<file path="src/rtl/core/fiber_bending_force_stencil_defines.svh">
// Assertion macros for the fiber bending force stencil.
// Included by the modules that carry concurrent assertions; depends on nothing.
`ifndef FIBER_BENDING_FORCE_STENCIL_DEFINES_SVH
`define FIBER_BENDING_FORCE_STENCIL_DEFINES_SVH

// Property that must hold in the same cycle as its antecedent.
`define FBFS_ASSERT(label, clk, rst_n, ante, cons, msg) \
	label: assert property (@(posedge clk) disable iff (!rst_n) (ante) |-> (cons)) \
		else $error(msg);

// Property that must hold in the cycle after its antecedent.
`define FBFS_ASSERT_NEXT(label, clk, rst_n, ante, cons, msg) \
	label: assert property (@(posedge clk) disable iff (!rst_n) (ante) |=> (cons)) \
		else $error(msg);

`endif

</file>
<file path="src/rtl/core/fbfs_pkg.sv">
// Shared types, constants and saturation helper for the fiber bending force stencil.
// Used by every module of the block; depends on nothing.
`timescale 1ns / 1ps

package fbfs_pkg;

	localparam int DIMENSIONS_DEF  = 3;
	localparam int QUEUE_DEPTH_DEF = 4;
	localparam int ADDR_W          = 3;
	localparam int DATA_W          = 32;

	localparam logic [ADDR_W-3:0] REG_RIGIDITY = 1'b0;

	typedef enum logic [1:0] {
		KIND_HOLD,
		KIND_SHORT,
		KIND_STEP,
		KIND_FLUSH
	} item_kind_t;

	typedef logic [2:0][31:0] vec3_t;

	typedef struct packed {
		item_kind_t kind;
		logic       has_prev;
		logic       sd_clip;
		vec3_t      sd;
		vec3_t      force_in;
	} entry_t;

	// Returns {clip, value}: the value clipped to the signed 32-bit range.
	function automatic logic [32:0] sat32(input logic signed [64:0] v);
		logic [32:0] r;
		if (v > 65'sd2147483647) begin
			r = {1'b1, 32'h7fff_ffff};
		end else if (v < -65'sd2147483648) begin
			r = {1'b1, 32'h8000_0000};
		end else begin
			r = {1'b0, v[31:0]};
		end
		return r;
	endfunction

endpackage

</file>
<file path="src/rtl/core/fbfs_front.sv">
// Front end: accepts points, keeps the coordinate window and classifies each request.
// Forms the saturated second difference of the coordinates. Depends on fbfs_pkg.
`timescale 1ns / 1ps

module fbfs_front import fbfs_pkg::*; #(
	parameter int DIMENSIONS = DIMENSIONS_DEF
) (
	input  logic               clk,
	input  logic               arst_n,
	input  logic               pt_valid,
	output logic               pt_stall,
	input  logic signed [31:0] coord_x,
	input  logic signed [31:0] coord_y,
	input  logic signed [31:0] coord_z,
	input  logic signed [31:0] force_x,
	input  logic signed [31:0] force_y,
	input  logic signed [31:0] force_z,
	input  logic               last_point,
	input  logic               q_full,
	output logic               push,
	output entry_t             push_entry
);

	vec3_t      cw0_q;
	vec3_t      cw1_q;
	logic [1:0] seen_q;
	vec3_t      x;
	vec3_t      y;

	assign x = {coord_z, coord_y, coord_x};
	assign y = {force_z, force_y, force_x};

	assign pt_stall = q_full;
	assign push     = pt_valid && !q_full;

	always_comb begin
		logic signed [34:0] sd_wide;
		logic [32:0]        sat;
		push_entry = '0;
		for (int d = 0; d < 3; d++) begin
			sd_wide = 35'(signed'(cw0_q[d])) - (35'(signed'(cw1_q[d])) <<< 1)
				+ 35'(signed'(x[d]));
			sat = sat32(65'(sd_wide));
			if (d < DIMENSIONS) begin
				push_entry.sd[d]       = sat[31:0];
				push_entry.sd_clip     = push_entry.sd_clip | sat[32];
				push_entry.force_in[d] = y[d];
			end
		end
		push_entry.has_prev = (seen_q == 2'd1);
		if (!seen_q[1]) begin
			push_entry.kind = last_point ? KIND_SHORT : KIND_HOLD;
		end else begin
			push_entry.kind = last_point ? KIND_FLUSH : KIND_STEP;
		end
	end

	always_ff @(posedge clk or negedge arst_n) begin
		if (!arst_n) begin
			seen_q <= 2'd0;
		end else if (push) begin
			if (last_point) begin
				seen_q <= 2'd0;
			end else if (seen_q != 2'd3) begin
				seen_q <= seen_q + 2'd1;
			end
		end
	end

	always_ff @(posedge clk) begin
		if (push) begin
			cw0_q <= cw1_q;
			cw1_q <= x;
		end
	end

endmodule

</file>
<file path="config.mk">
export PLATFORM = sky130hd
export DESIGN_NAME = fbfs_front
export DESIGN_NICKNAME = d
export VERILOG_FILES = /design/src/rtl/core/fiber_bending_force_stencil_defines.svh /design/src/rtl/core/fbfs_pkg.sv /design/src/rtl/core/fbfs_front.sv
export SDC_FILE = /design/constraint.sdc
export NUM_CORES = 1
export LEC_CHECK = 0
export BUFFER_PORTS_ARGS = -buffer_cell sky130_fd_sc_hd__buf_4
export CORE_MARGIN = 2
export CORE_UTILIZATION = 43
export CTS_CLUSTER_DIAMETER = 100
export DETAILED_ROUTE_END_ITERATION = 8
export PLACE_DENSITY = 0.66
export SETUP_SLACK_MARGIN = 0.5
export SLEW_MARGIN = 25
export SYNTH_ARGS = -nofsm -noshare
export SYNTH_HDL_FRONTEND = slang
export SYNTH_SLANG_ARGS = --single-unit
</file>
<file path="constraint.sdc">
create_clock -name clk -period 13.2 [get_ports clk]
set_input_delay 1.98 -clock clk [delete_from_list [all_inputs] [get_ports clk]]
set_output_delay 1.98 -clock clk [all_outputs]
set_load 0.02 [all_outputs]
</file>
### Word-level counts from Yosys, hierarchy flattened

Cells that the tools add are included.

* output and inout port bits: 198
* logic and storage cells: 39
* input port bits: 197
* register bits after elaboration: 194

* eq/ne operators: 2
* reduce and logical (&&, ||, !) cells: 4
* magnitude comparators: 6
* bitwise gates (word level): 2
* muxes and demuxes: 11
* add/sub/neg operators: 7

Operator list (number)
* 33-bit two-way mux: 6
* 34-bit by 32-bit adder with 35-bit output: 3
* 35-bit by 32-bit > comparator with 1-bit output (second input constant): 3
* 35-bit by 32-bit < comparator with 1-bit output (second input constant): 3
* 32-bit by 33-bit subtractor with 34-bit output: 3
* 2-bit two-way mux: 3
* 2-bit by 1-bit adder with 2-bit output (second input constant): 1
* 2-bit by 1-bit equality test with 1-bit output (second input constant): 1
* 1-bit two-way mux: 2
* 2-bit inequality test (second input constant): 1
* 1-bit bitwise OR: 2
* 2-bit AND reduction: 1
* 2-bit nonzero test: 1
* 1-bit logical AND: 1
* 1-bit zero test: 1

### Depth between registers and ports, before layout

* depth after elaboration: 7
* depth in mapped cells: 16
* gate-level depth less buffers: 15

### Worst setup path after synthesis

Ideal clock, no wire load.

* path kind: in2out
* start point: in q_full
* end point: out push
* path slack: 5.220 ns
* data required time: 11.220 ns
* stages: 2
* data arrival time: 6.000 ns
* buffers on the path: 0
* cell sequence: nand2b_1 > inv_1

* cells in the longest elaborated chain, start to end: 2

RTL lines
* from (decl): RTL line fbfs_front.sv:19 `input logic q_full,`
* 1-bit zero test: RTL line fbfs_front.sv:34 `assign push = pt_valid && !q_full;`
* 1-bit logical AND: RTL line fbfs_front.sv:34
* to (decl): RTL line fbfs_front.sv:20 `output logic push,`

Every way passes these cells.

==> results.txt <==
cell area reported after detailed placement = 17,600 sq um
total number of nets in the final design = 2,186
Min-Delay Path Class = reg -> reg
largest net degree at the start of global routing = 73
clock latency at the later pin of the worst-skew pair = 0.49 ns
total count of hold-check failures in the final report = 0
Post-synth top flop = sky130_fd_sc_hd__edfxtp_1
initial core utilization = 43.6%
Fin Clk Skew = 0.0136 ns
Worst Path Required = 11.22 ns
Cells after Synth = 1,708
Distinct cells, synth = 83
maximum fanout along the worst path = 31
die boundary height = 199 um
pin slew with the least headroom to its limit = 0.868 ns
H-tree Lvls = 4
power density normalized to cell area = 151 nW/um^2
Final Max Slew Viols = 0
number of top-level design ports = 395
leakage power figure = 0.00853 uW
startpoint type of the worst setup path = input port
Clock Tree Buf Depth = 2
clock tree from TritonCTS = done
fill cell count = 3,554
Die W = 199 um
cell area after technology mapping = 16,400 sq um
Maximum Capacitance Violations = 0
final setup violation count = 0
category of the worst setup path capture point = output port
maximum clock frequency = 122 MHz
Core Box Area = 37,600 sq um
register bit count reported by yosys = 194
number of hold-repair buffers added at the cts stage = 0
routed wire length per instance = 15.5 um
input/output buffers = 202
result of the run = completed
portion of the post-synthesis area used by sequential elements = 35.5%
number of buffers inserted during clock tree synthesis = 17
Num Clock Sinks = 194
fraction of layout instances using a drive strength above 1 = 14.9%
post-route DRC violation count = 0
clock root buffer = sky130_fd_sc_hd__clkbuf_16
HPWL reported at the end of detailed placement = 28,300 um
Syn Area/Cell = 9.59 sq um
antenna violation net count after detailed routing = 0
area growth from synthesis to layout = 10.9%
Resized Gates After CTS = 0
synth warn = 0
wire length of the first global-routing pass = 58,300 um
via count of the first global-routing pass = 11,777
Worst Path Arrival = 6.20 ns
portion of the clock cycle consumed by the worst path in the final layout = 62.0%
setup TNS after final layout = 0 ns
total nets after synthesis = 2,105
share of flip-flops with an asynchronous set or reset after synthesis = 1.03%
final critical-path required period = 8.18 ns
critical path start-end classification = in -> out
share of the synthesized area in the top cell type = 35.2%
Final GP Congestion = 0.883
total via count in the routed design = 11,761
cell accounting for the most synthesized area = sky130_fd_sc_hd__edfxtp_1
final core occ = 48.3%
number of placement rows = 71
first-pass iteration count of the detailed router = 5
remaining global-route overflow = 0
top post-synthesis cells by area = sky130_fd_sc_hd__edfxtp_1 (35%), sky130_fd_sc_hd__fa_1 (12%), sky130_fd_sc_hd__inv_1 (9.2%)
Total Routing Usage GR = 18.8%
worst slew slack as a fraction of its limit = 42.2%
Via density = 5.08
unrepaired setup endpoints after global routing = no
floorplan die area = 39,700 sq um
clock-pin slew of the registers on the worst-case setup and hold paths = 0.07 ns
antenna violations before repair = 1
Final Routed Wirelength = 35,900 um
final instance area = 18,200 sq um
Setup Buffers After CTS = 0
number of enable-type register cells in the synthesized netlist = 192
worst vdd rail ir drop = 0.114 mV
DRT iter0 DRCs = 634
==> worst paths after layout <==
path                       cells after the start         endpoint        from  slack, ns
max reg2reg                                    5        seen_q[1]   seen_q[1]      11.95
min in group asynchronous                      1        seen_q[0]      arst_n       1.26
min reg2reg                                    0        cw0_q[58]   cw1_q[58]       0.47
max                                           16  push_entry[151]  coord_y[2]       5.02
min                                            0        cw0_q[58]   cw1_q[58]       0.47
max in group asynchronous                      1        seen_q[1]      arst_n      11.86
==> worst max-delay path: stages <==
cell	delay, ns
sky130_fd_sc_hd__buf_4	0.08
sky130_fd_sc_hd__inv_1	0.05
sky130_fd_sc_hd__fa_1	0.52
sky130_fd_sc_hd__inv_1	0.05
sky130_fd_sc_hd__ha_1	0.33
sky130_fd_sc_hd__nor2b_1	0.17
sky130_fd_sc_hd__o31ai_2	0.21
sky130_fd_sc_hd__a31oi_1	0.22
sky130_fd_sc_hd__a311o_1	0.50
sky130_fd_sc_hd__a21oi_4	0.21
sky130_fd_sc_hd__o41ai_2	0.09
sky130_fd_sc_hd__a2111oi_0	0.38
sky130_fd_sc_hd__mux2_2	0.30
sky130_fd_sc_hd__and2_1	0.63
sky130_fd_sc_hd__o21ai_0	0.23
sky130_fd_sc_hd__buf_4	0.22
==> registers in the layout (all words and copies together) (netlist names) <==
signal and cells:
seen_q 2, cw0_q 96, cw1_q 96
==> cell type report <==
class                   count  area [sq um]  area share (%)
diodes                      1          2.50          0.0138
repair buffers            205          1540            8.47
inverters                 402          1520            8.35
well taps                 511           639            3.52
clock buffers              17           425            2.34
clock inverters            14           138           0.758
flip-flops and latches    194          5820            32.0
multi-input cells         969          8090            44.5
==> synth_stat cells, drive strengths merged, types with 3 or more instances <==
cell type and number:
o22ai 5, a41oi 6, inv 402, or2 5, nand4 19, ha 104
a311oi 3, nor2 58, or3 7, nor3 19, and3 11, a311o 3
mux2i 3, o211ai 6, a21o 65, o41ai 4, o21bai 16, fa 96
o41a 3, a211o 7, nand3 28, edfxtp 192, a211oi 13, clkbuf 27
buf 116, nand2b 16, nand2 65, a31o 4, a21oi 98, xnor2 44
a31oi 14, a2111oi 3, a21boi 4, o21ai 119, nor2b 10, nor4b 3
xor2 44, o21a 13, nor3b 6, and2 9, o31a 4, o31ai 5
==> per-layer routing <==
metal  global-route usage (%)  part of all wire (%)  vias to the layer above
met1                     24.4                    46                     5608
li1                         -                     -                     5775
met3                     5.03                   5.8                       51
met5                        0                     0                        -
met2                     30.1                    46                      327
met4                     7.02                   2.1                        0
==> through the flow <==
| step | setup WS (ns) | power [uW] | cells | hold WS, ns |
|---|---|---|---|---|
| 6_report | 5.02 | 2740 | 2313 | 0.475 |
| 5_1_grt | 4.65 | 2920 | 2312 | 0.480 |
| 4_1_cts | 4.85 | 2770 | 2312 | 0.477 |
| 3_5_place_dp | 4.86 | 2230 | 2281 | 0.460 |
| 3_3_place_gp | 5.10 | 2210 | 2281 | 0.452 |
| 2_1_floorplan | 5.22 | 1800 | 1708 | 0.448 |
==> cell families (layout without fill, tap and decap cells) <==
group	after synthesis	after routing	synth area share, %
AO/OA/AOI/OAI	412	412	16.5
XOR/XNOR	88	88	4.71
adder cells (fa/ha/maj)	200	200	19.7
buffers and inverters	545	638	15.1
flip-flops	194	194	35.5
multiplexers	4	4	0.252
other	0	1	0
AND/OR/NAND/NOR	265	265	8.18
==> report_power, final <==
group | total (uW) | internal (uW) | switching, uW
clock | 523 | 277 | 246
sequential | 735 | 716 | 18.5
combinational | 1480 | 592 | 888
==> layout by cell type (no fill, tap or decap), types with 28 or more instances in the layout <==
cell type / netlist / final
sky130_fd_sc_hd__a21o_1: 64 / 64
sky130_fd_sc_hd__a21oi_1: 96 / 96
sky130_fd_sc_hd__buf_4: 104 / 205
sky130_fd_sc_hd__edfxtp_1: 192 / 192
sky130_fd_sc_hd__fa_1: 96 / 96
sky130_fd_sc_hd__ha_1: 104 / 104
sky130_fd_sc_hd__inv_1: 402 / 401
sky130_fd_sc_hd__nand2_1: 64 / 64
sky130_fd_sc_hd__nand3_1: 28 / 28
sky130_fd_sc_hd__nor2_1: 58 / 58
sky130_fd_sc_hd__o21ai_0: 91 / 91
sky130_fd_sc_hd__xnor2_1: 44 / 44
sky130_fd_sc_hd__xor2_1: 44 / 44
No activity file was read; power rests on OpenSTA's default activity.
