File: src/rtl/core/fiber_bending_force_stencil_defines.svh
// Assertion macros for the fiber bending force stencil.
// Included by the modules that carry concurrent assertions; depends on nothing.
`ifndef FIBER_BENDING_FORCE_STENCIL_DEFINES_SVH
`define FIBER_BENDING_FORCE_STENCIL_DEFINES_SVH

// Property that must hold in the same cycle as its antecedent.
`define FBFS_ASSERT(label, clk, rst_n, ante, cons, msg) \
	label: assert property (@(posedge clk) disable iff (!rst_n) (ante) |-> (cons)) \
		else $error(msg);

// Property that must hold in the cycle after its antecedent.
`define FBFS_ASSERT_NEXT(label, clk, rst_n, ante, cons, msg) \
	label: assert property (@(posedge clk) disable iff (!rst_n) (ante) |=> (cons)) \
		else $error(msg);

`endif

File: src/rtl/core/fbfs_pkg.sv
// Shared types, constants and saturation helper for the fiber bending force stencil.
// Used by every module of the block; depends on nothing.
`timescale 1ns / 1ps

package fbfs_pkg;

	localparam int DIMENSIONS_DEF  = 3;
	localparam int QUEUE_DEPTH_DEF = 4;
	localparam int ADDR_W          = 3;
	localparam int DATA_W          = 32;

	localparam logic [ADDR_W-3:0] REG_RIGIDITY = 1'b0;

	typedef enum logic [1:0] {
		KIND_HOLD,
		KIND_SHORT,
		KIND_STEP,
		KIND_FLUSH
	} item_kind_t;

	typedef logic [2:0][31:0] vec3_t;

	typedef struct packed {
		item_kind_t kind;
		logic       has_prev;
		logic       sd_clip;
		vec3_t      sd;
		vec3_t      force_in;
	} entry_t;

	// Returns {clip, value}: the value clipped to the signed 32-bit range.
	function automatic logic [32:0] sat32(input logic signed [64:0] v);
		logic [32:0] r;
		if (v > 65'sd2147483647) begin
			r = {1'b1, 32'h7fff_ffff};
		end else if (v < -65'sd2147483648) begin
			r = {1'b1, 32'h8000_0000};
		end else begin
			r = {1'b0, v[31:0]};
		end
		return r;
	endfunction

endpackage

File: src/rtl/core/fbfs_queue.sv
// Short request queue between the front end and the back end.
// First in, first out, with a registered fill count. Depends on fbfs_pkg.
`timescale 1ns / 1ps

module fbfs_queue import fbfs_pkg::*; #(
	parameter int DEPTH = QUEUE_DEPTH_DEF
) (
	input  logic   clk,
	input  logic   arst_n,
	input  logic   push,
	input  entry_t push_entry,
	input  logic   pop,
	output logic   q_valid,
	output logic   q_full,
	output entry_t head
);

	localparam int PTR_W = (DEPTH > 1) ? $clog2(DEPTH) : 1;
	localparam int CNT_W = $clog2(DEPTH + 1);

	entry_t             mem_q [DEPTH];
	logic [PTR_W-1:0]   wr_ptr_q;
	logic [PTR_W-1:0]   rd_ptr_q;
	logic [CNT_W-1:0]   count_q;

	assign q_valid = (count_q != '0);
	assign q_full  = (count_q == CNT_W'(DEPTH));
	assign head    = mem_q[rd_ptr_q];

	always_ff @(posedge clk or negedge arst_n) begin
		if (!arst_n) begin
			wr_ptr_q <= '0;
			rd_ptr_q <= '0;
			count_q  <= '0;
		end else begin
			if (push) begin
				wr_ptr_q <= (wr_ptr_q == PTR_W'(DEPTH - 1)) ? '0 : wr_ptr_q + 1'b1;
			end
			if (pop) begin
				rd_ptr_q <= (rd_ptr_q == PTR_W'(DEPTH - 1)) ? '0 : rd_ptr_q + 1'b1;
			end
			if (push && !pop) begin
				count_q <= count_q + 1'b1;
			end else if (pop && !push) begin
				count_q <= count_q - 1'b1;
			end
		end
	end

	always_ff @(posedge clk) begin
		if (push) begin
			mem_q[wr_ptr_q] <= push_entry;
		end
	end

endmodule

File: config.mk
export PLATFORM = sky130hd
export DESIGN_NAME = fbfs_queue
export DESIGN_NICKNAME = d
export VERILOG_FILES = /design/src/rtl/core/fiber_bending_force_stencil_defines.svh /design/src/rtl/core/fbfs_pkg.sv /design/src/rtl/core/fbfs_queue.sv
export SDC_FILE = /design/constraint.sdc
export NUM_CORES = 1
export LEC_CHECK = 0
export BUFFER_PORTS_ARGS = -buffer_cell sky130_fd_sc_hd__buf_2
export CAP_MARGIN = 20
export CORE_MARGIN = 1
export CORE_UTILIZATION = 45
export CTS_BUF_LIST = sky130_fd_sc_hd__clkbuf_4 sky130_fd_sc_hd__clkbuf_8
export CTS_CLUSTER_DIAMETER = 50
export DETAILED_ROUTE_END_ITERATION = 16
export SYNTH_ARGS = -nofsm -noshare
export SYNTH_HDL_FRONTEND = slang
export SYNTH_SLANG_ARGS = --single-unit
export TNS_END_PERCENT = 5
File: constraint.sdc
create_clock -name clk -period 6.8 [get_ports clk]
set_input_delay 0.68 -clock clk [delete_from_list [all_inputs] [get_ports clk]]
set_output_delay 0.68 -clock clk [all_outputs]
set_load 0.01 [all_outputs]
== Yosys cells after proc, flatten, opt, wreduce, memory -nomap -nowiden ==
Memories as Yosys holds them, arrays and structs flattened.
Cells that the tools add are included.

* Bits in registers: 7
* RAM bits: 784
* Input port bits: 200
* Output and inout bits: 198
* Logic and storage cells: 23
* Memories: 1

* Add/sub/neg operators: 4
* Equality and inequality tests: 3
* Mux-type cells: 6
* Reductions and logical operators: 6

{| class="wikitable"
|+ Memories
! memory !! words !! width !! rd ports !! clocked after Yosys merged registers in !! write ports !! RTL line !! source
|-
| mem_q || 4 || 196 || 1 || 0 || 1 || fbfs_queue.sv:21 || <nowiki>entry_t mem_q [DEPTH];</nowiki>
|}

{| class="wikitable"
|+ Operator list
! operator !! count
|-
| 2-to-1 mux 3 bit || 2
|-
| adder 2 x 1 -> 2 bit, second input constant || 2
|-
| == test 2 bit, second input constant || 2
|-
| 2-to-1 mux 2 bit || 2
|-
| adder 3 x 1 -> 3 bit, second input constant || 1
|-
| == test 3 bit, second input constant || 1
|-
| nonzero test 3 bit || 1
|-
| subtractor 3 x 1 -> 3 bit, second input constant || 1
|-
| logical AND 1 bit || 2
|-
| zero test 1 bit || 2
|-
| 2-to-1 mux 1 bit || 2
|-
| nonzero test 2 bit || 1
|}

== Longest topological paths before layout ==
Gate-level depths: netlist of run 1.

* Depth in word-level cells: 4
* Gate-level depth with buffers: 7
* Gate-level depth less buffers: 7

== Worst setup path before layout of run 1 ==
No wires, ideal clock.

* Path type: input to register
* Start: input port push
* End: memory mem_q[0][0] in the netlist's numbering, enable pin
* Arrival: 5.128 ns
* Path slack: 1.092 ns
* Stages on the path: 1
* Cells stage by stage: and2_1

* Cells in the longest elaborated chain, start to end: 2

{| class="wikitable"
|+ RTL lines
! item !! RTL line !! source
|-
| start: declaration || fbfs_queue.sv:10 || <nowiki>input logic push,</nowiki>
|-
| 2-to-1 mux 1 bit || fbfs_queue.sv:51 || <nowiki>if (push) begin</nowiki>
|-
| 2-to-1 mux 1 bit (not written as such) || fbfs_queue.sv:52 || <nowiki>mem_q[wr_ptr_q] <= push_entry;</nowiki>
|-
| end: declaration || fbfs_queue.sv:21 ||
|}

Every way passes these cells.

==> results_dict.tcl, run 1 <==
set metrics [dict create \
    status "finished clean" \
    grt-ovfl-total 0 \
    hold_class "input pin to register" \
    clock_skew_ns 0.0211 \
    min_period_over_period_pct 59.9 \
    slew_headroom_pct 27.9 \
    max_freq_mhz 246 \
    numCtsBuffers 132 \
    power_leakage_uw 0.0116 \
    drv_slew 0 \
    cts.clk_slew.worst_paths_ns 0.06 \
    worstPathMaxFanout 109 \
    synth_top_area_share_pct 82.1 \
    wl_per_cell_um 22.6 \
    pwr_density_cell_nw_per_um2 422 \
    setup_viol 0 \
    layout-drive-gt1-share_pct 49.2 \
    worst_setup_path_start_kind "register" \
    initial_core_util_pct 45.5 \
    syn_area_per_cell_um2 27.0 \
    h-tree-depth 4 \
    maxCapViolations 0 \
    synth_cell_type_count 18 \
    synth_edf_count 784 \
    design_area_um2 34100 \
    port_buffers 397 \
    hold_viol 0 \
    finalPower_uw 14400 \
    core_area_um2 63000 \
    synth_warnings 0 \
    yosysTopAreaCell "edfxtp_1" \
    num_vias 12900 \
    yosysMostFrequentCell "edfxtp_1" \
    cp_top_family "flip-flops" \
    ys_seq_area_share_pct 82.7 \
    cp.required_ns 6.12 \
    cts.sinks 791 \
    cp.arrival_ns 3.39 \
    postRouteWirelength_um 56700 \
    dieHeight_um 254 \
    drc 0 \
    path_class "register to output pin" \
    rsz0062_at_grt "false" \
    crit_path_max_incr_delay_ns 0.93 \
    gp_congestion 0.710 \
    synth.cell_area_um2 28700 \
    core.rowCount 92 \
    fin_ws_ns 2.73 \
    irDropWorstVdd_uv 323 \
    crit_chain "buf_12, mux4_2, buf_2" \
    grtUsageTotal_pct 17.7 \
    grt_max_degree 111 \
    slowest_stage "dfrtp_4" \
    syn_inst 1061 \
    drt_iter0_markers 713 \
    cts_buffer_depth 3 \
    ys.flop_type "edfxtp_1" \
    cts-root-buf "clkbuf_8" \
    finalCriticalPeriod_ns 4.07 \
    syn_to_final_growth_pct 18.9 \
    die_w_um 254 \
    first_pass_iters 5 \
    place_hpwl_um 32300 \
    yosys-top-cells-area "edfxtp_1 82%, mux4_2 15%, dfrtp_1 0.61%, buf_6 0.59%, buf_2 0.40%" \
    grt_pass1_vias 13800 \
    nNetsFinal 1769 \
    ys_ff_latch 791 \
    worstSkewPairLatency_ns 0.76 \
    worst-path-buf-inv 2 \
    fin_setup_tns_ns 0 \
    dp_slack_ns 3.40 \
    die-area_um2 64700 \
    cts_setup_buffers 0 \
    ys_async_sr_fraction_pct 0.885 \
    tightest_slew_ns 1.08 \
    antenna_found_initial 22 \
    synthTopCellsByCount "784 x edfxtp_1, 196 x mux4_2, 23 x buf_2" \
    end_kind "output pin" \
    ant_nets 0 \
    cts_tree "yes" \
    synth_nets 1268 \
    routed_via_density 5.16 \
    place_area_um2 31600 \
    grt_pass1_wl_um 83300 \
    top_level_ports 398 \
    fin_hold_ws_ns 0.137 \
]
worst register-to-register path: cells and delay by family (launching register included):
family                     cells  cell delay [ns]
buffers and inverters          2             0.93
and+or+nand+nor                1             0.58
DFF                            1             0.39
adders and majority gates      1             0.15
logic make-up after synthesis:
group	Yosys count	synth area share (%)
DFF	791	82.7
xor gates and xnor gates	3	0.0916
and+or+nand+nor	11	0.201
AOI/OAI and AO/OA	2	0.0349
muxes	199	15.5
buffers and inverters	48	1.12
adders and majority gates	7	0.332
routing by layer:
layer | vias to the layer above | track usage [%] | wire [µm] | part of all wire (%)
met5 | - | 0 | 190 | 0.34
met4 | 28 | 6.73 | 1050 | 1.9
met3 | 101 | 8.45 | 5560 | 9.8
met2 | 404 | 26.5 | 26900 | 47
met1 | 6739 | 22.4 | 23000 | 41
li1 | 5667 | - | - | -
state kept, by name, summed over array words and instances (netlist names):
name,cells
mem_q,784
rd_ptr_q,2
wr_ptr_q,2
count_q,3
layout by cell type (no fill, tap or decap), types with 6 or more instances in the layout:
cell	count
buf_4	7
ha_1	6
clkinv_1	27
buf_2	397
clkbuf_8	139
mux4_2	196
clkinv_2	8
buf_12	6
clkbuf_4	41
edfxtp_1	784
diode_2	10
where the power goes:
part | switching (µW) | leakage [µW] | total [µW] | internal (µW)
sequential | 258 | 0.00728 | 6510 | 6250
clock | 1770 | 0.00130 | 3910 | 2140
combinational | 2160 | 0.00301 | 3950 | 1790
final timing paths:
check                                     endpoint  slack, ns  cells after the start                     from
max in group asynchronous  rd_ptr_q[0]$_DFFE_PN0P_       6.28                      2                   arst_n
hold / removal              mem_q[3][26]$_DFFE_PP_       0.14                      1           push_entry[26]
setup / recovery                         head[115]       2.73                      3  rd_ptr_q[0]$_DFFE_PN0P_
setup reg to reg           mem_q[1][121]$_DFFE_PP_       4.28                      4  wr_ptr_q[1]$_DFFE_PN0P_
min in group asynchronous  rd_ptr_q[1]$_DFFE_PN0P_       0.34                      2                   arst_n
hold reg to reg             count_q[2]$_DFFE_PN0P_       0.49                      1   count_q[2]$_DFFE_PN0P_
metrics by stage:
stage                     util [%]  cells
after floorplan                  -   1061
after detailed placement      50.2   2273
after global routing          54.1   2501
after global placement        50.2   2273
after CTS                     54.1   2498
final                         54.2   2508
cell type report:
class	count	area, µm²
Clock buffer	180	2220
Clock inverter	44	241
Inverter	4	15.0
Fill cell	4847	28900
Multi-Input combinational cell	222	4650
Timing Repair Buffer	411	2170
Tap cell	846	1060
Antenna cell	10	25.0
Sequential cell	791	23700
what timing repair did:
| action | 4_1_cts | 5_1_grt |
|---|---|---|
| gates resized for setup | 0 | 0 |
| endpoints found under the setup margin | 0 | 0 |
| endpoints found under the hold margin | 7 | 0 |
| hold buffers | 1 | 0 |
(Power assumes the default switching activity.)
==> run 2: changes to the inputs <==
Settings changed: PLACE_DENSITY set to 0.67.
Clock period 6.8 ns to 3.57 ns, I/O delays scaled along.
==> run 2 against run 1 <==
Cell count increased by 9.3%. Largest power group unchanged. Final area increased by 7.0%. Wire length increased by 4.3%. Combinational power increased by 110%.
==> results_dict.tcl, run 2 (same netlist as run 1, synthesis figures left out) <==
set metrics [dict create \
    status "finished clean" \
    top_level_ports 398 \
    critPathLaunch "rd_ptr_q[0]$_DFFE_PN0P_" \
    initial_core_util_pct 45.5 \
    min_period_over_period_pct 86.4 \
    drc 0 \
    fin_ws_ns 0.485 \
    largest_reg_flops 784 \
    gp_congestion 0.742 \
    layout-drive-gt1-share_pct 45.3 \
    cp.arrival_ns 2.73 \
    port_buffers 397 \
    register_area_um2 23700 \
    clock_skew_ns 0.0379 \
    die_w_um 254 \
    regMostFlops "mem_q" \
    cts_tree "yes" \
    reg_top3 "mem_q: 784 flops, count_q: 3 flops" \
    hold_class "input pin to register" \
    first_pass_iters 4 \
    path_class "register to output pin" \
    rsz0062_at_grt "false" \
    grt_pass1_vias 15300 \
    grt_pass1_wl_um 89000 \
    drt_iter0_markers 756 \
    wl_per_cell_um 21.6 \
    syn_to_final_growth_pct 27.2 \
    dp_slack_ns 1.20 \
    hold_viol 0 \
    maxCapViolations 0 \
    cts-resized-gates 0 \
    h-tree-depth 4 \
    grt-ovfl-total 0 \
    cts_buffer_depth 3 \
    setup_viol 0 \
    antenna_found_initial 7 \
    min_from "push_entry[144]" \
    cts.sinks 791 \
    crit_chain "buf_12, mux4_2, buf_2" \
    place_hpwl_um 34900 \
    worstPathMaxFanout 47 \
    power_leakage_uw 0.0126 \
    grt_max_degree 81 \
    slew_headroom_pct 45.9 \
    core_area_um2 63000 \
    cts_setup_buffers 0 \
    cp.required_ns 3.21 \
    ant_nets 0 \
    tightest_slew_ns 0.812 \
    cts-root-buf "clkbuf_8" \
    fillers 4638 \
    final_cell_mix "784 x edfxtp_1, 397 x buf_2, 200 x dlygate4sd3_1, 196 x mux4_2, 134 x clkbuf_8" \
    drv_slew 0 \
    fin_setup_tns_ns 0 \
    finalCriticalPeriod_ns 3.09 \
    crit_path_max_incr_delay_ns 0.76 \
    grtUsageTotal_pct 18.6 \
    routed_via_density 5.10 \
    nNetsFinal 2003 \
    num_vias 14000 \
    reg2reg_from "wr_ptr_q[0]$_DFFE_PN0P_" \
    multi_input_area_um2 4650 \
    final_util_pct 57.9 \
    die-area_um2 64700 \
    cts.clk_slew.worst_paths_ns 0.05 \
    core.rowCount 92 \
    irDropWorstVdd_uv 482 \
    worst_setup_path_start_kind "register" \
    dieHeight_um 254 \
    worstSkewPairLatency_ns 0.75 \
    postRouteWirelength_um 59100 \
    max_freq_mhz 324 \
    end_kind "output pin" \
    pwr_density_cell_nw_per_um2 765 \
    final_common_cell "edfxtp_1" \
    numCtsBuffers 131 \
    slowest_stage "dfrtp_4" \
    fin_hold_ws_ns 0.350 \
]
==> run 2: what timing repair did <==
item | CTS | global route
setup endpoints to repair | 0 | 0
endpoints found under the hold margin | 795 | 0
hold buffers | 200 | 0
==> run 2: stage by stage <==
stage / std cells / total power, µW / area, µm²
final: 2740 / 27900 / 36500
after global routing: 2739 / 29300 / 36500
after CTS: 2734 / 28400 / 36500
after detailed placement: 2309 / 20700 / 32000
after global placement: 2309 / 20600 / 32000
after floorplan: 1061 / 17600 / 28700
==> run 2: path summary, 6_finish.rpt <==
check	end	slack [ns]	depth (start not counted)
setup / recovery	head[110]	0.48	3
hold / removal	mem_q[2][144]$_DFFE_PP_	0.35	2
setup reg to reg	mem_q[2][66]$_DFFE_PP_	1.43	4
hold reg to reg	count_q[2]$_DFFE_PN0P_	0.50	1
max in group asynchronous	rd_ptr_q[1]$_DFFE_PN0P_	2.63	3
min in group asynchronous	count_q[2]$_DFFE_PN0P_	0.59	3
==> run 2: final cells by class <==
cell class	instances	area share, %
diodes	6	0.0412
clock buffers	179	5.98
clock inverters	46	0.782
inverters	4	0.0412
multi-input cells	222	12.7
flip-flops and latches	791	65.0
well taps	846	2.90
repair buffers	646	12.5
==> run 2: worst max-delay path: cells and delay by family (launching register included) <==
family,cells,cell delay (ns)
buf+inv,2,0.58
mux,1,0.58
flops,1,0.76
==> run 2: per-layer routing <==
| layer | up-vias | wire length (µm) | global-route usage [%] |
|---|---|---|---|
| met5 | - | 22 | 0 |
| met4 | 4 | 1170 | 6.70 |
| met3 | 105 | 4670 | 6.64 |
| met2 | 483 | 29100 | 29.7 |
| met1 | 7245 | 24100 | 23.6 |
| li1 | 6124 | - | - |
==> run 2: report_power, final <==
group	switching [µW]	internal, µW
Clock	3450	3980
Sequential	438	11900
Combinational	4330	3830
Total	8210	19700
